`src/rtl/c2p_pkg.sv`:
```
`default_nettype none

package c2p_pkg;

  localparam int C2P_COORD_WIDTH  = 16;
  localparam int C2P_CORDIC_STEPS = 16;
  localparam int C2P_TABLE_LEN    = 32;

  // Angle accumulator: degrees with 16 fraction bits, room for about +-512 degrees
  localparam int ZW        = 26;
  localparam int ANG_FRAC  = 16;
  localparam int OUT_FRAC  = 7;
  localparam int ANG_W     = 16;
  localparam int RADIUS_W  = 16;
  localparam int LOC_W     = 4;
  localparam int OUT_TDATA_W = ((RADIUS_W + ANG_W + LOC_W + 7) / 8) * 8;

  typedef logic signed [ZW-1:0] zval_t;

  typedef enum logic [LOC_W-1:0] {
    LOC_ORIGIN = 4'd0,
    LOC_POS_X  = 4'd1,
    LOC_POS_Y  = 4'd2,
    LOC_NEG_X  = 4'd3,
    LOC_NEG_Y  = 4'd4,
    LOC_QUAD1  = 4'd5,
    LOC_QUAD2  = 4'd6,
    LOC_QUAD3  = 4'd7,
    LOC_QUAD4  = 4'd8
  } loc_t;

  localparam zval_t Z_DEG90_FULL = 26'sd5898240;

  // Output-scale angles, 7 fraction bits
  localparam zval_t DEG0   = 26'sd0;
  localparam zval_t DEG90  = 26'sd11520;
  localparam zval_t DEG180 = 26'sd23040;

  // round(atan(2^-i) * 180/pi * 2^16)
  localparam zval_t ATAN_TAB [0:C2P_TABLE_LEN-1] = '{
    26'sd2949120, 26'sd1740967, 26'sd919879, 26'sd466945,
    26'sd234379,  26'sd117304,  26'sd58666,  26'sd29335,
    26'sd14668,   26'sd7334,    26'sd3667,   26'sd1833,
    26'sd917,     26'sd458,     26'sd229,    26'sd115,
    26'sd57,      26'sd29,      26'sd14,     26'sd7,
    26'sd4,       26'sd2,       26'sd1,      26'sd0,
    26'sd0,       26'sd0,       26'sd0,      26'sd0,
    26'sd0,       26'sd0,       26'sd0,      26'sd0
  };

  function automatic zval_t clamp_ang(input zval_t v, input zval_t lo, input zval_t hi);
    zval_t r;
    if (v < lo) begin
      r = lo;
    end else if (v > hi) begin
      r = hi;
    end else begin
      r = v;
    end
    return r;
  endfunction

endpackage

`default_nettype wire

```
`src/rtl/c2p_front.sv`:
```
`default_nettype none

module c2p_front #(
  parameter int COORD_WIDTH = 16,
  parameter int XW          = 35
) (
  input  wire logic                          clk,
  input  wire logic                          rst_n,
  input  wire logic                          en,
  input  wire logic                          in_valid,
  input  wire logic signed [COORD_WIDTH-1:0] x_coord,
  input  wire logic signed [COORD_WIDTH-1:0] y_coord,
  output logic                               out_valid,
  output c2p_pkg::loc_t                      out_loc,
  output logic [2*COORD_WIDTH-1:0]           out_n,
  output logic signed [XW-1:0]               out_cx,
  output logic signed [XW-1:0]               out_cy,
  output c2p_pkg::zval_t                     out_z
);
  import c2p_pkg::*;

  localparam int W  = COORD_WIDTH;
  localparam int PW = W + 1;

  logic                   xneg, yneg, xzero, yzero;
  logic [W-1:0]           ax, ay;
  logic signed [PW-1:0]   xe, ye, px, py;
  zval_t                  za_nxt;
  loc_t                   loca_nxt;

  // stage A: magnitudes, squares, class, quarter-turn
  logic                   va_r;
  loc_t                   loca_r;
  logic [2*W-1:0]         sqx_r, sqy_r;
  logic signed [XW-1:0]   cxa_r, cya_r;
  zval_t                  za_r;

  // stage B: sum of squares
  logic                   vb_r;
  loc_t                   locb_r;
  logic [2*W-1:0]         nb_r;
  logic signed [XW-1:0]   cxb_r, cyb_r;
  zval_t                  zb_r;

  always_comb begin
    xneg  = x_coord[W-1];
    yneg  = y_coord[W-1];
    xzero = (x_coord == '0);
    yzero = (y_coord == '0);
    ax    = xneg ? W'(-x_coord) : W'(x_coord);
    ay    = yneg ? W'(-y_coord) : W'(y_coord);
    xe    = PW'(x_coord);
    ye    = PW'(y_coord);

    // bring the point into the right half-plane
    if (xneg && !yneg && !yzero) begin
      px     = ye;
      py     = -xe;
      za_nxt = Z_DEG90_FULL;
    end else if (xneg) begin
      px     = -ye;
      py     = xe;
      za_nxt = -Z_DEG90_FULL;
    end else begin
      px     = xe;
      py     = ye;
      za_nxt = '0;
    end

    if (xzero && yzero) begin
      loca_nxt = LOC_ORIGIN;
    end else if (yzero) begin
      loca_nxt = xneg ? LOC_NEG_X : LOC_POS_X;
    end else if (xzero) begin
      loca_nxt = yneg ? LOC_NEG_Y : LOC_POS_Y;
    end else if (!xneg && !yneg) begin
      loca_nxt = LOC_QUAD1;
    end else if (xneg && !yneg) begin
      loca_nxt = LOC_QUAD2;
    end else if (xneg) begin
      loca_nxt = LOC_QUAD3;
    end else begin
      loca_nxt = LOC_QUAD4;
    end
  end

  always_ff @(posedge clk) begin
    if (!rst_n) begin
      va_r <= 1'b0;
      vb_r <= 1'b0;
    end else if (en) begin
      va_r <= in_valid;
      vb_r <= va_r;
    end
  end

  always_ff @(posedge clk) begin
    if (en) begin
      loca_r <= loca_nxt;
      sqx_r  <= (2*W)'(ax) * (2*W)'(ax);
      sqy_r  <= (2*W)'(ay) * (2*W)'(ay);
      cxa_r  <= {{(XW-PW-16){px[PW-1]}}, px, 16'b0};
      cya_r  <= {{(XW-PW-16){py[PW-1]}}, py, 16'b0};
      za_r   <= za_nxt;

      locb_r <= loca_r;
      nb_r   <= sqx_r + sqy_r;
      cxb_r  <= cxa_r;
      cyb_r  <= cya_r;
      zb_r   <= za_r;
    end
  end

  assign out_valid = vb_r;
  assign out_loc   = locb_r;
  assign out_n     = nb_r;
  assign out_cx    = cxb_r;
  assign out_cy    = cyb_r;
  assign out_z     = zb_r;

endmodule

`default_nettype wire

```
`config.mk`:
```
export PLATFORM = sky130hd
export DESIGN_NAME = c2p_front
export DESIGN_NICKNAME = d
export VERILOG_FILES = /design/src/rtl/c2p_pkg.sv /design/src/rtl/c2p_front.sv
export SDC_FILE = /design/constraint.sdc
export NUM_CORES = 1
export LEC_CHECK = 0
export BUFFER_PORTS_ARGS = -buffer_cell sky130_fd_sc_hd__buf_2
export CAP_MARGIN = 20
export CORE_UTILIZATION = 30
export CTS_CLUSTER_DIAMETER = 120
export CTS_CLUSTER_SIZE = 24
export DETAILED_ROUTE_END_ITERATION = 7
export GPL_TIMING_DRIVEN = 0
export PLACE_DENSITY = 0.53
export SYNTH_ARGS = -nofsm -noshare
export SYNTH_HDL_FRONTEND = slang
export SYNTH_SLANG_ARGS = --single-unit
```
`constraint.sdc`:
```
create_clock -name clk -period 23.9 [get_ports clk]
set_clock_uncertainty 0.15 [all_clocks]
set_input_delay 4.78 -clock clk [delete_from_list [all_inputs] [get_ports clk]]
set_output_delay 4.78 -clock clk [all_outputs]
set_load 0.05 [all_outputs]
```
==> summary.txt <==
Synthesis
  – Synth area leaders: fa_1 28%, edfxtp_1 23%, ha_1 12%, inv_1 7.7%, nand2_1 3.3%
  – Synth Register Bits: 178
  – Synthesized area per cell: 9.67 um2
  – Dominant cell type by area after synthesis: fa_1
  – Cell Area, Synth: 0.0232 mm2
  – Yosys warns: 0
  – Post-Synthesis Cells: 2,403
  – Post-synth EDFFs: 176
  – Top_reg_cell synth: edfxtp_1
  – Ys async rst share: 0%
  – Yosys top cell area share: 28.2%
  – Yosys cell types: 79
  – Register area share after synthesis: 22.9%

GRT
  – Initial antenna violation count: 0
  – Largest net degree at the start of global routing: 106
  – Number of global-route vias before repair: 16,900
  – Gr usage total: 15.6%
  – Total gr overflow: 0
  – First-pass GRT wire length: 94,900 um

Die
  – Row count: 101
  – Core area: 0.0763 mm2
  – Full die area: 0.0786 mm2
  – Initial Util: 30.5%
  – Die Ht: 280 um
  – Die W: 280 um
  – I/O pin count: 169

Critical path
  – CP max FO: 11
  – R2r worst-path depth: 9
  – Top delay family on crit path: adder cells
  – CP Capture Type: register
  – Setup crit start kind: input pin
  – Arrival @ worst endpoint: 14,280 ps
  – CP Class: input pin to register
  – Reg-to-reg critical path endpoint: out_n[26]$_DFFE_PP_
  – CP max stage delay: 940 ps
  – Worst EP required: 23,960 ps
  – Worst path most repeated cell: fa_1
  – Slowest-stage cell, CP: xor2_1
  – Worst path bufs/invs: 8
  – Reg2reg setup slack: 20,500 ps
  – Reg-to-reg startpoint: sqy_r[3]$_DFFE_PP_

Place
  – Placement Setup Slack: 8990 ps
  – GPL Wtd Cong: 0.893
  – PortBufs: 109
  – DP Wirelength: 49,300 um

CTS
  – H-Tree Depth: 4
  – CTS max path bufs: 2
  – Num CTS Buffers: 17
  – Clk Latency, worst-skew pair: 470 ps
  – Clock Pin Slew Worst Setup and Hold Paths: 80 ps
  – Setup Fix Bufs, Post-CTS: 0
  – Resized Gates After CTS: 0
  – CTS Hold Bufs: 0
  – Clk root buf: clkbuf_16
  – Clk sinks: 178
  – TritonCTS clock tree: done

Routing
  – Pre-antenna DRT Iters: 5
  – DR WL/cell: 16.3 um
  – DR vias: 16,500
  – Drt initial violations: 1,147
  – Total wire length: 59,100 um
  – Vias/cell: 4.56
  – Post-route DRC violation count: 0
  – Remaining antenna violation count: 0

Min path
  – Hold Path Origin: za_r[17]$_SDFFCE_PP1P_
  – Hold depth: 0
  – HP Class: register to register
  – Worst hold endpoint: out_z[17]$_DFFE_PP_

Cells and area
  – Final #Nets: 3,178
  – Filler cells: 7,984
  – Register area: 0.00533 mm2
  – Area of the multi-input gates: 0.0155 mm2
  – Layout cells sized above 1: 9.13%
  – Area Growth Syn to Fin: 11.6%

STA
  – Setup TNS: 0 ps
  – Worst Tran Pin Value: 1210 ps
  – Tcrit/Tclk final: 59.5%
  – Final setup violation count: 0
  – Final Hold Vio Count: 0
  – Final setup margin: 9670 ps
  – Highest Clock Rate: 0.0703 GHz
  – RSZ-0062 raised after global routing: false
  – Fin crit period: 14,230 ps
  – Slew Viols, Final: 0
  – Max-slew headroom: 18.9%

Run
  – Max_cap viols: 0

Status
  – Status: completed
==> area by class of cell <==
cell class	count	share of cell area, %
multi-input cells	1642	59.7
flip-flops and latches	178	20.5
inverters	493	7.13
well taps	1030	4.97
plain buffers	138	2.90
repair buffers	114	2.36
clock buffers	17	1.64
clock inverters	15	0.738
diodes	2	0.0193
==> stage by stage <==
step	std cells	hold slack, ps	utilization, %	instance area, um2
after floorplan	2451	250	-	23400
final	3629	265	34.0	25900
after global routing	3627	270	34.0	25900
after CTS	3626	270	34.0	25900
after global placement	3590	253	33.1	25300
after detailed placement	3594	255	33.2	25300
==> synth_stat cells, drive strengths merged, types with 7 or more instances <==
cell,n
a21o,52
nand3,21
edfxtp,176
a211o,7
nand4,20
nand2b,9
clkbuf,69
nand2,207
xnor2,73
and2,25
fa,327
o21bai,13
a211oi,9
nor3,28
buf,69
o31ai,8
or3,18
a21oi,115
ha,231
xor2,56
o21a,14
nor2b,15
inv,487
o21ai,67
a31oi,16
nor2,191
==> layout by cell type, fill, tap and decap left out, types with 69 or more instances in the layout <==
cell type  synthesis  routed
ha_1             231     231
nand2_1          205     205
edfxtp_1         176     176
buf_2              4     112
fa_1             327     327
a21oi_1          115     115
clkbuf_1          69      69
inv_1            478     478
nor2_1           190     190
xnor2_1           72      72
==> cell families after synthesis <==
logic type	after synthesis	synth area share (%)
flip-flops	178	22.9
buffers and inverters	631	11.2
AO/OA/AOI/OAI	342	9.24
adder cells (fa/ha/maj)	558	40.6
multiplexers	4	0.178
other	1	0.0161
AND/OR/NAND/NOR	560	10.8
XOR/XNOR	129	5.09
==> registers in the layout, indices dropped and copies added (netlist names), 4 cells and up <==
register	flops
cya_r	17
out_n	32
out_loc	4
cxa_r	17
sqx_r	31
out_cx	17
loca_r	4
out_cy	17
sqy_r	31
==> worst register-to-register path: cells and delay by family (launching register included) <==
family                   cells  cell delay, ps
adder cells (fa/ha/maj)      1             310
AO/OA/AOI/OAI                6            1970
AND/OR/NAND/NOR              2             410
flip-flops                   1             370
==> layer usage <==
metal,part of all wire [%],up-vias,routed length [um],global-route usage [%]
li1,-,7964,-,-
met1,46,8101,27000,21.5
met5,0,-,0,0
met4,1.4,0,831,3.29
met3,5.9,40,3460,2.60
met2,47,442,27800,25.8
==> how the worst max path moves through the flow <==
stage / startpoint / to / slack [ps] / depth (start not counted)
4_1_cts: y_coord[0] / sqy_r[28]$_DFFE_PP_ / 9440 / 31
3_5_place_dp: y_coord[0] / sqy_r[28]$_DFFE_PP_ / 8990 / 31
2_1_floorplan: y_coord[0] / sqy_r[31]$_DFFE_PP_ / 11430 / 31
6_report: x_coord[0] / sqx_r[25]$_DFFE_PP_ / 9670 / 29
3_3_place_gp: x_coord[0] / sqx_r[30]$_DFFE_PP_ / 8700 / 32
5_1_grt: x_coord[0] / sqx_r[30]$_DFFE_PP_ / 9150 / 33
Power is left out: the tool's default activity adds up to more than one toggle a clock period on the data nets, which glitch-free logic cannot reach.
