===== src/rtl/c2p_pkg.sv =====
`default_nettype none

package c2p_pkg;

  localparam int C2P_COORD_WIDTH  = 16;
  localparam int C2P_CORDIC_STEPS = 16;
  localparam int C2P_TABLE_LEN    = 32;

  // Angle accumulator: degrees with 16 fraction bits, room for about +-512 degrees
  localparam int ZW        = 26;
  localparam int ANG_FRAC  = 16;
  localparam int OUT_FRAC  = 7;
  localparam int ANG_W     = 16;
  localparam int RADIUS_W  = 16;
  localparam int LOC_W     = 4;
  localparam int OUT_TDATA_W = ((RADIUS_W + ANG_W + LOC_W + 7) / 8) * 8;

  typedef logic signed [ZW-1:0] zval_t;

  typedef enum logic [LOC_W-1:0] {
    LOC_ORIGIN = 4'd0,
    LOC_POS_X  = 4'd1,
    LOC_POS_Y  = 4'd2,
    LOC_NEG_X  = 4'd3,
    LOC_NEG_Y  = 4'd4,
    LOC_QUAD1  = 4'd5,
    LOC_QUAD2  = 4'd6,
    LOC_QUAD3  = 4'd7,
    LOC_QUAD4  = 4'd8
  } loc_t;

  localparam zval_t Z_DEG90_FULL = 26'sd5898240;

  // Output-scale angles, 7 fraction bits
  localparam zval_t DEG0   = 26'sd0;
  localparam zval_t DEG90  = 26'sd11520;
  localparam zval_t DEG180 = 26'sd23040;

  // round(atan(2^-i) * 180/pi * 2^16)
  localparam zval_t ATAN_TAB [0:C2P_TABLE_LEN-1] = '{
    26'sd2949120, 26'sd1740967, 26'sd919879, 26'sd466945,
    26'sd234379,  26'sd117304,  26'sd58666,  26'sd29335,
    26'sd14668,   26'sd7334,    26'sd3667,   26'sd1833,
    26'sd917,     26'sd458,     26'sd229,    26'sd115,
    26'sd57,      26'sd29,      26'sd14,     26'sd7,
    26'sd4,       26'sd2,       26'sd1,      26'sd0,
    26'sd0,       26'sd0,       26'sd0,      26'sd0,
    26'sd0,       26'sd0,       26'sd0,      26'sd0
  };

  function automatic zval_t clamp_ang(input zval_t v, input zval_t lo, input zval_t hi);
    zval_t r;
    if (v < lo) begin
      r = lo;
    end else if (v > hi) begin
      r = hi;
    end else begin
      r = v;
    end
    return r;
  endfunction

endpackage

`default_nettype wire


===== src/rtl/c2p_back.sv =====
`default_nettype none

module c2p_back #(
  parameter int COORD_WIDTH = 16
) (
  input  wire logic                        clk,
  input  wire logic                        rst_n,
  input  wire logic                        en,
  input  wire logic                        in_valid,
  input  wire c2p_pkg::loc_t               in_loc,
  input  wire logic [2*COORD_WIDTH-1:0]    in_rem,
  input  wire logic [2*COORD_WIDTH-1:0]    in_root,
  input  wire c2p_pkg::zval_t              in_z,
  output logic                             out_valid,
  output logic [c2p_pkg::RADIUS_W-1:0]     out_radius,
  output logic signed [c2p_pkg::ANG_W-1:0] out_angle,
  output c2p_pkg::loc_t                    out_loc
);
  import c2p_pkg::*;

  localparam int NW  = 2 * COORD_WIDTH;
  localparam int RXW = (NW + 1 > RADIUS_W + 1) ? NW + 1 : RADIUS_W + 1;
  localparam int RSH = ANG_FRAC - OUT_FRAC;

  logic [RXW-1:0]          rx;
  logic [RADIUS_W-1:0]     radius_nxt;
  zval_t                   zr, ang;

  logic                    v_r;
  logic [RADIUS_W-1:0]     radius_r;
  logic signed [ANG_W-1:0] angle_r;
  loc_t                    loc_r;

  always_comb begin
    // round half up: leftover above the root means nearer the next integer
    rx = RXW'(in_root) + RXW'(in_rem > in_root);
    if (rx > RXW'({RADIUS_W{1'b1}})) begin
      radius_nxt = {RADIUS_W{1'b1}};
    end else begin
      radius_nxt = rx[RADIUS_W-1:0];
    end

    zr = (in_z + (zval_t'(1) <<< (RSH - 1))) >>> RSH;

    unique case (in_loc)
      LOC_ORIGIN: ang = DEG0;
      LOC_POS_X:  ang = DEG0;
      LOC_POS_Y:  ang = DEG90;
      LOC_NEG_X:  ang = DEG180;
      LOC_NEG_Y:  ang = -DEG90;
      LOC_QUAD1:  ang = clamp_ang(zr, DEG0, DEG90);
      LOC_QUAD2:  ang = clamp_ang(zr, DEG90, DEG180);
      LOC_QUAD3:  ang = clamp_ang(zr, -DEG180, -DEG90);
      LOC_QUAD4:  ang = clamp_ang(zr, -DEG90, DEG0);
      default:    ang = DEG0;
    endcase
  end

  always_ff @(posedge clk) begin
    if (!rst_n) begin
      v_r <= 1'b0;
    end else if (en) begin
      v_r <= in_valid;
    end
  end

  always_ff @(posedge clk) begin
    if (en) begin
      radius_r <= radius_nxt;
      angle_r  <= ang[ANG_W-1:0];
      loc_r    <= in_loc;
    end
  end

  assign out_valid  = v_r;
  assign out_radius = radius_r;
  assign out_angle  = angle_r;
  assign out_loc    = loc_r;

endmodule

`default_nettype wire


===== config.mk =====
export PLATFORM = sky130hd
export DESIGN_NAME = c2p_back
export DESIGN_NICKNAME = d
export VERILOG_FILES = /design/src/rtl/c2p_pkg.sv /design/src/rtl/c2p_back.sv
export SDC_FILE = /design/constraint.sdc
export NUM_CORES = 1
export LEC_CHECK = 0
export ABC_AREA = 1
export BUFFER_PORTS_ARGS = -buffer_cell sky130_fd_sc_hd__buf_4
export CORE_MARGIN = 4
export CORE_UTILIZATION = 30
export CTS_BUF_LIST = sky130_fd_sc_hd__clkbuf_16
export CTS_CLUSTER_SIZE = 12
export DETAILED_ROUTE_END_ITERATION = 6
export PLACE_DENSITY = 0.5
export SLEW_MARGIN = 20
export SYNTH_ARGS = -nofsm -noshare
export SYNTH_HDL_FRONTEND = slang
export SYNTH_SLANG_ARGS = --single-unit
export TNS_END_PERCENT = 5

===== constraint.sdc =====
create_clock -name clk -period 5.88 [get_ports clk]
set_input_delay 1.47 -clock clk [delete_from_list [all_inputs] [get_ports clk]]
set_output_delay 1.47 -clock clk [all_outputs]
set_load 0.02 [all_outputs]

==> metrics.sh <==
IO_PINS=135
REG_TO_REG_ENDPOINT='out_valid'
CLOCK-SINKS=37
YOSYS_WARNING_COUNT=0
CRIT_REQUIRED_NS=5.88
FIN_WORST_SKEW_NS=0
CELL_ROWS=45
CRITICAL_PATH.STARTPOINT='in_root[7]'
TOTAL_ROUTED_WIRELENGTH_UM=15610
ROUTE.DETAILED.VIAS_PER_INST=5.079
SYNTH_ENABLE_FLOP_CELLS=36
SYNTH_AREA_UM2=4652
TIMING_HOLD_VIOLATIONS_FINAL=0
SYNTH_CELLS=705
CTS.REPAIR_TIMING.SETUP_BUFFER_COUNT=0
DIE-AREA_UM2=17560
DETAILED_PLACE_HPWL_UM=13100
YOSYS.AREA.TOP_TYPE='edfxtp_1'
PLACE_CONGESTION=0.8920
SETUP_TNS_NS=0
NETLIST-CELL-TYPE-COUNT=43
WORSTSETUPENDPOINTTYPE='flop'
WIRE_LENGTH_OF_THE_FIRST_GLOBAL_ROUTING_PASS_UM=24610
AVERAGE_CELL_AREA_AFTER_SYNTHESIS_UM2=6.599
GRTUSAGETOTAL_PCT=17.08
SYN-NUM-NETS=839
GRT_START_MAX_NET_PINS=39
NFILLCELLS=1615
INITIAL_DRT_MARKERS=403
LAYOUT_WORST_PATH_CYCLE_SHARE_PCT=88.75
GRT_PASS1_VIAS=4797
ANTENNA_FOUND_INITIAL=0
CLK_ROOT_BUFFER_CELL='clkbuf_16'
SYNTH.FF_LATCH_COUNT=37
IO_BUFFERS=126
FINAL_MAX_SLEW_VIOL_COUNT=0
INSERTEDDIODECOUNT=0
SYNTH.YOSYS.SEQ_AREA_SHARE_PCT=23.67
DIE_WIDTH_UM=132.5
WORST_SETUP_HOLD_PATH_CLK_SLEW_NS=0.06
ANT_NETS=0
AREA_GROWTH_SYN_TO_LAYOUT_PCT=27.33
YS_DOMINANT_REG_CELL='edfxtp_1'
CTS_HTREE_LEVELS=2
DRT_PRE_ANTENNA_ITERS=5
FINALCRITICALPERIOD_NS=5.219
LEAKAGEPOWER_nW=2.932
POST_ROUTE_CELLS_DRIVE_ABOVE_1_SHARE_PCT=22.38
CLK_PATH_BUF_DEPTH=2
CRITICAL_PATH.STARTPOINT_TYPE='input port'
CP.ARRIVAL_NS=5.21
RSZ_0062_RAISED_AFTER_GLOBAL_ROUTING='no'
TIMING.REG2REG.WORST_PATH_DEPTH=2
DRC_ERRORS=0
CTSRESIZECOUNT=0
POST_SYNTH_MOST_FREQUENT_CELLS='nand2_1 (190), inv_1 (106), nand4_1 (67)'
TIMING.SETUP.CRITICAL_PATH_CLASS='in2reg'
ROUTE.DETAILED.WL_PER_INST_UM=15.32
CAP_VIOL_MAX_COUNT=0
RRSETUPSLACK_NS=5.22
CRIT-REG2REG-LAUNCH='out_valid'
WORST-SLEW-PIN-TRANSITION_NS=1.036
GLOBALROUTE.TOTALOVERFLOW=0
WORSTHOLDPATHTYPE='reg2reg'
POWER.DENSITY_nW_PER_UM2=147.5
FP.COREAREA_UM2=15200
OUTCOME='finished clean'
CHIPHEIGHT_UM=132.5
TIMING.CRITICAL_PATH.TO='out_radius[12]'
CRITPATHMAXFANOUT=16
VIAS=5175
CLOCK_INSERTION_DELAY_AT_THE_LATER_PIN_OF_THE_SKEW_REPORT_NS=0.28
CTS-HOLD-FIX-BUFFERS=0
CTS-BUFFERS-INSERTED=5
START_UTIL_PCT=30.60
SYNTH_TOP_AREA_SHARE_PCT=23.24
IR_WORST_VDD_mV=0.09309
FIN_NETS=964
TRITONCTS_CLOCK_TREE='yes'
REPORT.FINAL.SETUP_VIOL=0
SYNTHARSTFLOPSHARE_PCT=0
ACHIEVABLE-FREQUENCY_GHz=0.1916
SYNTHTOPCELLSBYAREA='edfxtp_1 (23%), nand2_1 (15%), ha_1 (9.7%)'
HOLD_SLACK_NS=0.5552
POST-SYNTH-TOP-COUNT-CELL='nand2_1'
SLEW-LIMIT-HEADROOM_PCT=30.67
where the power goes:
group | switching [W] | internal, W | total [W]
logic | 0.000181 | 0.000116 | 0.000296
clock network | 0.000108 | 0.000155 | 0.000263
registers | 0.00000582 | 0.000308 | 0.000314
worst min-delay path by stage:
stage	end	cells past startpoint	start
5_1_grt	out_valid	2	out_valid
2_1_floorplan	out_valid	2	out_valid
6_report	out_valid	2	out_valid
3_3_place_gp	out_valid	2	out_valid
4_1_cts	out_valid	2	out_valid
3_5_place_dp	out_valid	2	out_valid
per-layer routing:
| layer | global-route usage (%) | share of wire [%] |
|---|---|---|
| met5 | 0 | 0 |
| met4 | 3.637 | 0.70 |
| met3 | 1.825 | 5.2 |
| met2 | 27.62 | 46 |
| met1 | 24.63 | 48 |
area by class of cell:
cell class	count	area, um2	area share [%]
Clock buffer	5	125.1	2.112
Tap cell	188	235.2	3.971
Inverter	117	441.7	7.457
Sequential cell	37	1101	18.59
Multi-Input combinational cell	541	3042	51.35
Clock inverter	3	17.52	0.2957
Timing Repair Buffer	128	960.9	16.22
worst max-delay path: stages:
cell and delay [ns]:
buf_4 0.11, inv_1 0.06, ha_1 0.31, nand4_1 0.20, o21ai_0 0.39, nand2_1 0.10, nand3_1 0.09, nand2_1 0.05
a31oi_1 0.23, ha_1 0.27, ha_1 0.20, nand2_1 0.07, nor2_2 0.15, nand2_2 0.14, nor3_4 0.22, nand3_2 0.15
nor2_1 0.11, nand2_1 0.05, a21oi_1 0.14, nand4_1 0.16, nor2_4 0.36, nand4_1 0.17
cell families after synthesis:
kind of cell,share of synthesized area [%]
and+or+nand+nor,45.48
buffers and inverters,11.05
AOI/OAI and AO/OA,5.218
DFF,23.67
adders and majority gates,9.683
xor gates and xnor gates,4.895
flip-flops by register name (all words and copies together), names as in the netlist:
register and count:
out_angle 16, out_radius 16, out_valid 1, out_loc 4
cell usage in the layout (no fill, tap or decap), types with 2 or more instances in the layout:
| cell | n |
|---|---|
| nor4_1 | 5 |
| a21oi_1 | 21 |
| o21bai_1 | 2 |
| nand2_2 | 12 |
| nand2_1 | 190 |
| inv_1 | 106 |
| nor2_4 | 5 |
| and3_1 | 2 |
| nand4_1 | 67 |
| xor2_1 | 25 |
| nor3b_1 | 2 |
| nand3_1 | 44 |
| buf_4 | 128 |
| nor3_1 | 19 |
| nand2_4 | 2 |
| nor2_2 | 8 |
| ha_1 | 36 |
| nand3_2 | 4 |
| nand3b_1 | 4 |
| inv_2 | 10 |
| nor2_1 | 66 |
| nor3_2 | 2 |
| clkbuf_16 | 5 |
| edfxtp_1 | 36 |
| o21ai_0 | 9 |
| a211oi_1 | 3 |
per-stage QoR:
stage | utilization, % | instances | power, W | cell area, um2 | setup slack (ns)
floorplan | - | 705 | 0.0004803 | 4652 | 1.381
global placement | 38.02 | 1011 | 0.0006118 | 5781 | 0.3569
detailed placement | 38.02 | 1011 | 0.0006169 | 5781 | 0.3465
CTS | 38.96 | 1019 | 0.0008807 | 5923 | 0.6457
global route | 38.96 | 1019 | 0.0009258 | 5923 | 0.2953
finish | 38.96 | 1019 | 0.0008738 | 5923 | 0.6613
(Power assumes the default switching activity.)
