`config.mk`:
```
export PLATFORM = sky130hd
export DESIGN_NAME = c2p_stage
export DESIGN_NICKNAME = d
export VERILOG_FILES = /design/src/rtl/c2p_pkg.sv /design/src/rtl/c2p_stage.sv
export SDC_FILE = /design/constraint.sdc
export NUM_CORES = 1
export LEC_CHECK = 0
export BUFFER_PORTS_ARGS = -buffer_cell sky130_fd_sc_hd__buf_2
export CAP_MARGIN = 20
export CORE_MARGIN = 2
export CORE_UTILIZATION = 40
export CTS_BUF_LIST = sky130_fd_sc_hd__clkbuf_8 sky130_fd_sc_hd__clkbuf_16
export CTS_CLUSTER_DIAMETER = 120
export DETAILED_ROUTE_END_ITERATION = 8
export PLACE_DENSITY = 0.66
export SETUP_SLACK_MARGIN = 0.05
export SLEW_MARGIN = 30
export SYNTH_ARGS = -nofsm -noshare
export SYNTH_HDL_FRONTEND = slang
export SYNTH_SLANG_ARGS = --single-unit
export TNS_END_PERCENT = 1
```
`constraint.sdc`:
```
create_clock -name clk -period 3.5 [get_ports clk]
set_clock_uncertainty 0.05 [all_clocks]
set_input_delay 0.7 -clock clk [delete_from_list [all_inputs] [get_ports clk]]
set_output_delay 0.7 -clock clk [all_outputs]
set_load 0.02 [all_outputs]
```
`src/rtl/c2p_pkg.sv`:
```
`default_nettype none

package c2p_pkg;

  localparam int C2P_COORD_WIDTH  = 16;
  localparam int C2P_CORDIC_STEPS = 16;
  localparam int C2P_TABLE_LEN    = 32;

  // Angle accumulator: degrees with 16 fraction bits, room for about +-512 degrees
  localparam int ZW        = 26;
  localparam int ANG_FRAC  = 16;
  localparam int OUT_FRAC  = 7;
  localparam int ANG_W     = 16;
  localparam int RADIUS_W  = 16;
  localparam int LOC_W     = 4;
  localparam int OUT_TDATA_W = ((RADIUS_W + ANG_W + LOC_W + 7) / 8) * 8;

  typedef logic signed [ZW-1:0] zval_t;

  typedef enum logic [LOC_W-1:0] {
    LOC_ORIGIN = 4'd0,
    LOC_POS_X  = 4'd1,
    LOC_POS_Y  = 4'd2,
    LOC_NEG_X  = 4'd3,
    LOC_NEG_Y  = 4'd4,
    LOC_QUAD1  = 4'd5,
    LOC_QUAD2  = 4'd6,
    LOC_QUAD3  = 4'd7,
    LOC_QUAD4  = 4'd8
  } loc_t;

  localparam zval_t Z_DEG90_FULL = 26'sd5898240;

  // Output-scale angles, 7 fraction bits
  localparam zval_t DEG0   = 26'sd0;
  localparam zval_t DEG90  = 26'sd11520;
  localparam zval_t DEG180 = 26'sd23040;

  // round(atan(2^-i) * 180/pi * 2^16)
  localparam zval_t ATAN_TAB [0:C2P_TABLE_LEN-1] = '{
    26'sd2949120, 26'sd1740967, 26'sd919879, 26'sd466945,
    26'sd234379,  26'sd117304,  26'sd58666,  26'sd29335,
    26'sd14668,   26'sd7334,    26'sd3667,   26'sd1833,
    26'sd917,     26'sd458,     26'sd229,    26'sd115,
    26'sd57,      26'sd29,      26'sd14,     26'sd7,
    26'sd4,       26'sd2,       26'sd1,      26'sd0,
    26'sd0,       26'sd0,       26'sd0,      26'sd0,
    26'sd0,       26'sd0,       26'sd0,      26'sd0
  };

  function automatic zval_t clamp_ang(input zval_t v, input zval_t lo, input zval_t hi);
    zval_t r;
    if (v < lo) begin
      r = lo;
    end else if (v > hi) begin
      r = hi;
    end else begin
      r = v;
    end
    return r;
  endfunction

endpackage

`default_nettype wire

```
`src/rtl/c2p_stage.sv`:
```
`default_nettype none

module c2p_stage #(
  parameter int COORD_WIDTH  = 16,
  parameter int XW           = 35,
  parameter int NSTEPS       = 16,
  parameter int IDX          = 0
) (
  input  wire logic                        clk,
  input  wire logic                        rst_n,
  input  wire logic                        en,
  input  wire logic                        in_valid,
  input  wire c2p_pkg::loc_t               in_loc,
  input  wire logic [2*COORD_WIDTH-1:0]    in_rem,
  input  wire logic [2*COORD_WIDTH-1:0]    in_root,
  input  wire logic signed [XW-1:0]        in_cx,
  input  wire logic signed [XW-1:0]        in_cy,
  input  wire c2p_pkg::zval_t              in_z,
  output logic                             out_valid,
  output c2p_pkg::loc_t                    out_loc,
  output logic [2*COORD_WIDTH-1:0]         out_rem,
  output logic [2*COORD_WIDTH-1:0]         out_root,
  output logic signed [XW-1:0]             out_cx,
  output logic signed [XW-1:0]             out_cy,
  output c2p_pkg::zval_t                   out_z
);
  import c2p_pkg::*;

  localparam int NW = 2 * COORD_WIDTH;

  logic [NW-1:0]          rem_nxt, root_nxt;
  logic signed [XW-1:0]   cx_nxt, cy_nxt;
  zval_t                  z_nxt;

  logic                   v_r;
  loc_t                   loc_r;
  logic [NW-1:0]          rem_r, root_r;
  logic signed [XW-1:0]   cx_r, cy_r;
  zval_t                  z_r;

  // one micro-rotation, driven towards y = 0
  if (IDX < NSTEPS) begin : g_rot
    always_comb begin
      if (!in_cy[XW-1]) begin
        cx_nxt = in_cx + (in_cy >>> IDX);
        cy_nxt = in_cy - (in_cx >>> IDX);
        z_nxt  = in_z + ATAN_TAB[IDX];
      end else begin
        cx_nxt = in_cx - (in_cy >>> IDX);
        cy_nxt = in_cy + (in_cx >>> IDX);
        z_nxt  = in_z - ATAN_TAB[IDX];
      end
    end
  end else begin : g_rot_pass
    assign cx_nxt = in_cx;
    assign cy_nxt = in_cy;
    assign z_nxt  = in_z;
  end

  // one result bit of the square root
  if (IDX < COORD_WIDTH) begin : g_root
    localparam int SH = 2 * (COORD_WIDTH - 1 - IDX);
    logic [NW-1:0] sbit, trial;
    always_comb begin
      sbit  = {{(NW-1){1'b0}}, 1'b1} << SH;
      trial = in_root + sbit;
      if (in_rem >= trial) begin
        rem_nxt  = in_rem - trial;
        root_nxt = (in_root >> 1) + sbit;
      end else begin
        rem_nxt  = in_rem;
        root_nxt = in_root >> 1;
      end
    end
  end else begin : g_root_pass
    assign rem_nxt  = in_rem;
    assign root_nxt = in_root;
  end

  always_ff @(posedge clk) begin
    if (!rst_n) begin
      v_r <= 1'b0;
    end else if (en) begin
      v_r <= in_valid;
    end
  end

  always_ff @(posedge clk) begin
    if (en) begin
      loc_r  <= in_loc;
      rem_r  <= rem_nxt;
      root_r <= root_nxt;
      cx_r   <= cx_nxt;
      cy_r   <= cy_nxt;
      z_r    <= z_nxt;
    end
  end

  assign out_valid = v_r;
  assign out_loc   = loc_r;
  assign out_rem   = rem_r;
  assign out_root  = root_r;
  assign out_cx    = cx_r;
  assign out_cy    = cy_r;
  assign out_z     = z_r;

endmodule

`default_nettype wire

```
==> impl_metrics.csv, run 1 <==
group,metric,value,unit
detailed_routing,wl_per_cell,18.7,µm
clock_tree,cts_setup_buffers,0,
final_layout,syn2layout_area_growth,30.8,%
clock_tree,path_clk_slew,0.07,ns
clock_tree,cts_sinks,164,
clock_tree,ctsResizeCount,0,
grt,grt_pass1_vias,12600,
synth,ys_seq_elements,164,
synth,ys.flop_type,"edfxtp_1",
timing,period_share,0.939,
synth,synth_nets,1770,
detailed_routing,drc,0,
synth,synth_most_common_cell,"a21oi_1",
synth,synth_edf_count,163,
floorplanning,start_util,0.409,
clock_tree,cts_tree,"done",
floorplanning,rows,66,
grt,grt_max_degree,91,
final_layout,layout.nets,2251,
grt,met2_usage,0.412,
setup_path,cp_data_arrival_time,3.47,ns
placement,dp_slack,-0.383,ns
timing,rsz0062_at_grt,"true",
placement,placedInstanceArea,16800,µm²
grt,grtUsageMet1,0.344,
final_layout,drive_gt1_frac,0.303,
setup_path,worstPathMaxFanout,4,
clock_tree,cts_buffer_depth,2,
timing,slew_headroom,0.566,
setup_path,worst_path_max_delay_cell,"a311oi_1",
clock_tree,clock_latency,0.44,ns
power_and_ir_drop,cellPowerDensity,424,nW/µm²
detailed_routing,firstDrtPassIters,5,
worst_hold_path,hp-class,"primary input to register",
synth,ys_seq_area_frac,0.368,
grt,grt-ovfl-total,0,
synth,synthDominantCellAreaShare,0.366,
detailed_routing,drt-initial-drc-count,1032,
placement,gp_congestion,0.925,
setup_path,end_kind,"register",
final_layout,multi_input_area,7670,µm²
grt,grt_pass1_wl,69.4,mm
timing,worst_pin_slew,0.646,ns
timing,setup_viol,0,
setup_path,critPathKind,"primary input to register",
clock_tree,cts_root_buf,"clkbuf_16",
synth,ys_warn_count,0,
floorplanning,dieArea,34900,µm²
grt,antenna_found_initial,1,
grt,grt_usage,0.252,
timing,timing.final.ws_setup,0.213,ns
floorplanning,dieHeight,187,µm
timing,max_freq,304,MHz
final_layout,final_area,17500,µm²
synth,ys_async_sr_fraction,0,
setup_path,critPathMaxStageDelay,0.37,ns
detailed_routing,vias,12800,
timing,finalHoldViolCount,0,
detailed_routing,ant_nets,0,
setup_path,r2r_slack,2.84,ns
synth,ys_types,75,
floorplanning,die-width,187,µm
clock_tree,cts-hold-fix-buffers,0,
timing,drv_slew,0,
job,drv_cap,0,
setup_path,crit_path_cell_trace,"buf_2 > inv_1 > ha_1 > nor2b_1 > o21ai_1 > a211oi_2 > nor3_2 > buf_4 > a211oi_1 > a41oi_1 > buf_4 > o2111ai_1 > o211ai_1 > a311oi_1",
run_status,outcome,"completed",
synth,yosysTopAreaCell,"edfxtp_1",
power_and_ir_drop,p_leak,8.15,nW
clock_tree,numCtsBuffers,17,
power_and_ir_drop,peakVddDrop,0.348,mV
timing,hold_ws,0.366,ns
synth,ys_top_cells_by_count,"a21oi_1, edfxtp_1, inv_1, ha_1, o21ai_0",
detailed_routing,wl,44.9,mm
detailed_routing,vias_per_cell,5.34,
clock_tree,htree_levels,4,
placement,io_buffers,332,
timing,period_needed,3.29,ns
grt,grt_util_met3,0.0332,
final_layout,seq_area,4910,µm²
floorplanning,core_area,32700,µm²
setup_path,crit_top_cell,"buf_4",
synth,avgSynthCellArea,9.19,µm²
power_and_ir_drop,finalPower,0.00741,W
grt,grt-busiest-layer,"met2",
placement,hpwl,36.6,mm
synth,yosys-top-cells-area,"edfxtp_1, ha_1, a21oi_1, xnor2_1, inv_1",
synth,syn_area,13400,µm²
setup_path,cp-start-kind,"primary input",
final_layout,fill_cells,3039,
setup_path,cp_data_required_time,3.69,ns
floorplanning,ioPinCount,333,
synth,synthCells,1455,
## report_power, final
part	leakage [nW]	internal (W)	switching [W]	total, W
logic	6.25	0.00109	0.00168	0.00277
registers	1.60	0.00251	0.0000724	0.00259
clock network	0.302	0.00115	0.000907	0.00205
total	8.15	0.00475	0.00266	0.00741
## final timing paths
kind	startpoint	to	cells past startpoint
max reg2reg	out_valid	out_valid	2
max	in_cx[1]	out_cy[29]	14
min reg2reg	out_valid	out_valid	2
min	in_z[11]	out_z[11]	1
## layer usage
layer	vias up	share of wire
met3	64	0.061
met5	-	0
met2	532	0.46
met1	5989	0.45
met4	0	0.027
li1	6195	-
## final cells by class
type | count | area share
multi-input combinational | 1082 | 0.439
sequential | 164 | 0.281
timing repair buffer | 521 | 0.181
inverter | 150 | 0.0322
tap | 442 | 0.0316
clock buffer | 17 | 0.0243
clock inverter | 15 | 0.0112
antenna | 2 | 0.000286
## sequential cells by signal, indices dropped and copies added, names as in the netlist
register,count
out_cx,35
out_cy,34
out_loc,4
out_rem,32
out_root,32
out_valid,1
out_z,26
## metrics by stage
stage | std cells | utilization | TNS, ns
after floorplan | 1455 | - | 0
after global placement | 2358 | 0.514 | -3.09
after detailed placement | 2358 | 0.514 | -5.75
after CTS | 2390 | 0.532 | 0
after global routing | 2392 | 0.535 | -0.0113
final | 2393 | 0.535 | 0
## kinds of logic after synthesis
family | Yosys count | synth area share
compound gates | 469 | 0.224
flops | 164 | 0.368
fa+ha+maj | 147 | 0.140
simple gates | 345 | 0.126
xor+xnor | 104 | 0.0681
mux | 17 | 0.0127
buf+inv | 209 | 0.0617
## worst max-delay path, delay by kind of cell
kind	cells	cell delay, ns
AND/OR/NAND/NOR	2	0.27
adder cells (fa/ha/maj)	1	0.33
AO/OA/AOI/OAI	7	1.61
buffers and inverters	4	0.56
## layout by cell type, fill, tap and decap left out, types with 9 or more instances in the layout
cell / count
nand2b_1: 18
nor2b_1: 18
a211oi_1: 15
nor4_1: 9
ha_1: 142
buf_2: 330
o21ai_0: 103
mux2i_1: 17
or3_1: 9
o211ai_1: 14
nand2_1: 102
nand4_1: 15
inv_1: 148
buf_4: 185
a21oi_1: 164
nor2_1: 95
o21bai_1: 32
o31ai_1: 12
a31oi_1: 13
nand3_1: 16
edfxtp_1: 163
a21o_1: 40
nor3_1: 23
o21a_1: 11
xor2_1: 27
xnor2_1: 77
clkbuf_16: 17
No activity file was read; power rests on OpenSTA's default activity.
==> run 2, diff against run 1 <==
--- a/config.mk
+++ b/config.mk
@@ -13,6 +13,7 @@
 export CTS_CLUSTER_DIAMETER = 120
 export DETAILED_ROUTE_END_ITERATION = 8
 export PLACE_DENSITY = 0.66
+export RECOVER_POWER = 25
 export SETUP_SLACK_MARGIN = 0.05
 export SLEW_MARGIN = 30
 export SYNTH_ARGS = -nofsm -noshare
==> run 2 against run 1 <==
  * The flow now finishes with violations (capacitance limit, slew limit)
  * Maximum frequency decreased by 1.6%
  * Sequential share of layout area rose by 0.061 points
  * Design area is 0.22% lower
  * Register-to-register slack is essentially flat
  * Count of clock-buffer cells in the layout is the same
  * Worst setup slack got worse by 0.054 ns
  * Global-route usage stayed put
  * Wire length about the same
  * Final cell count did not move
  * First-iteration DRC count up 3.7%
  * Critical path type unchanged
==> impl_metrics.csv, run 2 (synthesis gave the netlist of run 1 again) <==
group,metric,value,unit
detailed_routing,drt-initial-drc-count,1070,
setup_path,cp_data_required_time,3.65,ns
run_status,outcome,"complete, but fails checks",
detailed_routing,vias,12800,
setup_path,worstPathMaxFanout,5,
grt,grt_usage,0.252,
final_layout,stdcell_count,2393,
setup_path,crit_family,"compound AO/OA/AOI/OAI gates",
clock_tree,cts-hold-fix-buffers,0,
grt,grt_pass1_vias,12600,
clock_tree,cts_tree,"done",
power_and_ir_drop,power_frac_seq,0.349,
detailed_routing,firstDrtPassIters,6,
floorplanning,start_util,0.409,
timing,max_freq,299,MHz
grt,grt-ovfl-total,0,
job,drv_cap,1,
power_and_ir_drop,cellPowerDensity,425,nW/µm²
placement,gp_congestion,0.925,
timing,slew_headroom,-1.05,
detailed_routing,wl,44.9,mm
grt,grt_max_degree,91,
timing,setup_tns,0,ns
detailed_routing,ant_nets,0,
clock_tree,cts_root_buf,"clkbuf_16",
setup_path,critPathMaxStageDelay,0.40,ns
timing,setup_viol,0,
setup_path,crit_path_cell_trace,"clkbuf_1 > inv_1 > ha_1 > fa_1 > nor2b_1 > o211ai_1 > a211oi_2 > nor3b_1 > o31a_1 > buf_4 > nor2_1 > nor4_1 > a2111oi_2 > xor2_1",
timing,timing.final.ws_setup,0.159,ns
detailed_routing,vias_per_cell,5.34,
floorplanning,dieArea,34900,µm²
worst_hold_path,hp-class,"primary input to register",
final_layout,mostFrequentLayoutCell,"buf_2",
setup_path,end_kind,"register",
final_layout,syn2layout_area_growth,30.5,%
floorplanning,die-width,187,µm
clock_tree,clock_latency,0.45,ns
clock_tree,htree_levels,4,
grt,antenna_found_initial,1,
grt,grt_pass1_wl,69.4,mm
timing,period_needed,3.34,ns
timing,worst_pin_slew,3.08,ns
power_and_ir_drop,p_leak,8.08,nW
clock_tree,path_clk_slew,0.07,ns
floorplanning,dieHeight,187,µm
power_and_ir_drop,p_comb_frac,0.373,
final_layout,largest_reg_flops,35,
setup_path,cp_data_arrival_time,3.49,ns
timing,drv_slew,48,
setup_path,critPathKind,"primary input to register",
power_and_ir_drop,switchingPower,0.00267,W
power_and_ir_drop,clock_power_share,0.278,
power_and_ir_drop,p_int,0.00475,W
final_layout,final_area,17400,µm²
placement,io_buffers,332,
placement,place_inst,2358,
floorplanning,core_area,32700,µm²
final_layout,layout_common_cells,"buf_2, buf_4, a21oi_1",
placement,placedInstanceArea,16800,µm²
timing,period_share,0.955,
power_and_ir_drop,peakVddDrop,0.351,mV
run_status,violations,"capacitance limit, slew limit",
setup_path,crit_buf_inv,3,
floorplanning,rows,66,
detailed_routing,drc,0,
placement,hpwl,36.6,mm
final_layout,layout.nets,2251,
setup_path,worst_path_max_delay_cell,"fa_1",
clock_tree,numCtsBuffers,17,
timing,rsz0062_at_grt,"true",
final_layout,drive_gt1_frac,0.290,
placement,dp_slack,-0.383,ns
power_and_ir_drop,power.share.switching,0.360,
detailed_routing,wl_per_cell,18.8,µm
clock_tree,cts_buffer_depth,2,
clock_tree,cts_sinks,164,
setup_path,cp-start-kind,"primary input",
power_and_ir_drop,finalPower,0.00741,W
floorplanning,ioPinCount,333,
timing,finalHoldViolCount,0,
-- run 2: cell count changes in the layout (fill, tap and decap cells not counted), sizes merged --
| cell | delta |
|---|---|
| buf | -25 |
| clkbuf | +25 |
-- run 2: metal layers --
layer / vias up / share of wire / GRT usage
li1: 6197 / - / -
met4: 0 / 0.027 / 0.0849
met3: 58 / 0.059 / 0.0332
met1: 6015 / 0.45 / 0.344
met2: 503 / 0.47 / 0.412
met5: - / 0 / 0
-- run 2: per-stage QoR --
| step | util | hold slack, ns |
|---|---|---|
| floorplan | - | 0.539 |
| global route | 0.534 | 0.353 |
| detailed placement | 0.514 | 0.480 |
| CTS | 0.532 | 0.341 |
| finish | 0.534 | 0.365 |
| global placement | 0.514 | 0.459 |
-- run 2: path summary, 6_finish.rpt --
kind	startpoint	to	slack, ns	cells past startpoint
setup / recovery	in_cx[0]	out_cx[34]	0.16	14
hold / removal	in_z[11]	out_z[11]	0.36	1
setup reg to reg	out_valid	out_valid	2.84	2
hold reg to reg	out_valid	out_valid	0.49	2
-- run 2: worst reg2reg max path: stages, from the launching register on --
cell and delay [ns]:
dfxtp_1 0.31, mux2i_1 0.13, nor2b_1 0.06
-- run 2: cell type report --
cell class	count	area [µm²]
fill	3057	15300
multi-input combinational	1082	7670
sequential	164	4910
timing repair buffer	521	3120
inverter	150	563
tap	442	553
clock buffer	17	425
clock inverter	15	195
antenna	2	5.00
-- run 2: timing repair --
| action | 4_1_cts | 5_1_grt |
|---|---|---|
| resized for setup | 0 | 8 |
| endpoints found under the hold margin | 0 | 0 |
| setup endpoints to repair | 0 | 8 |
| setup buffers | 0 | 0 |
-- run 2: power by group through the flow --
stage | combinational [W] | sequential (W) | clock [W]
after global routing | 0.00298 | 0.00262 | 0.00216
final | 0.00277 | 0.00259 | 0.00206
after floorplan | 0.00124 | 0.00298 | 0
after CTS | 0.00274 | 0.00259 | 0.00209
after detailed placement | 0.00272 | 0.00263 | 0
after global placement | 0.00271 | 0.00262 | 0
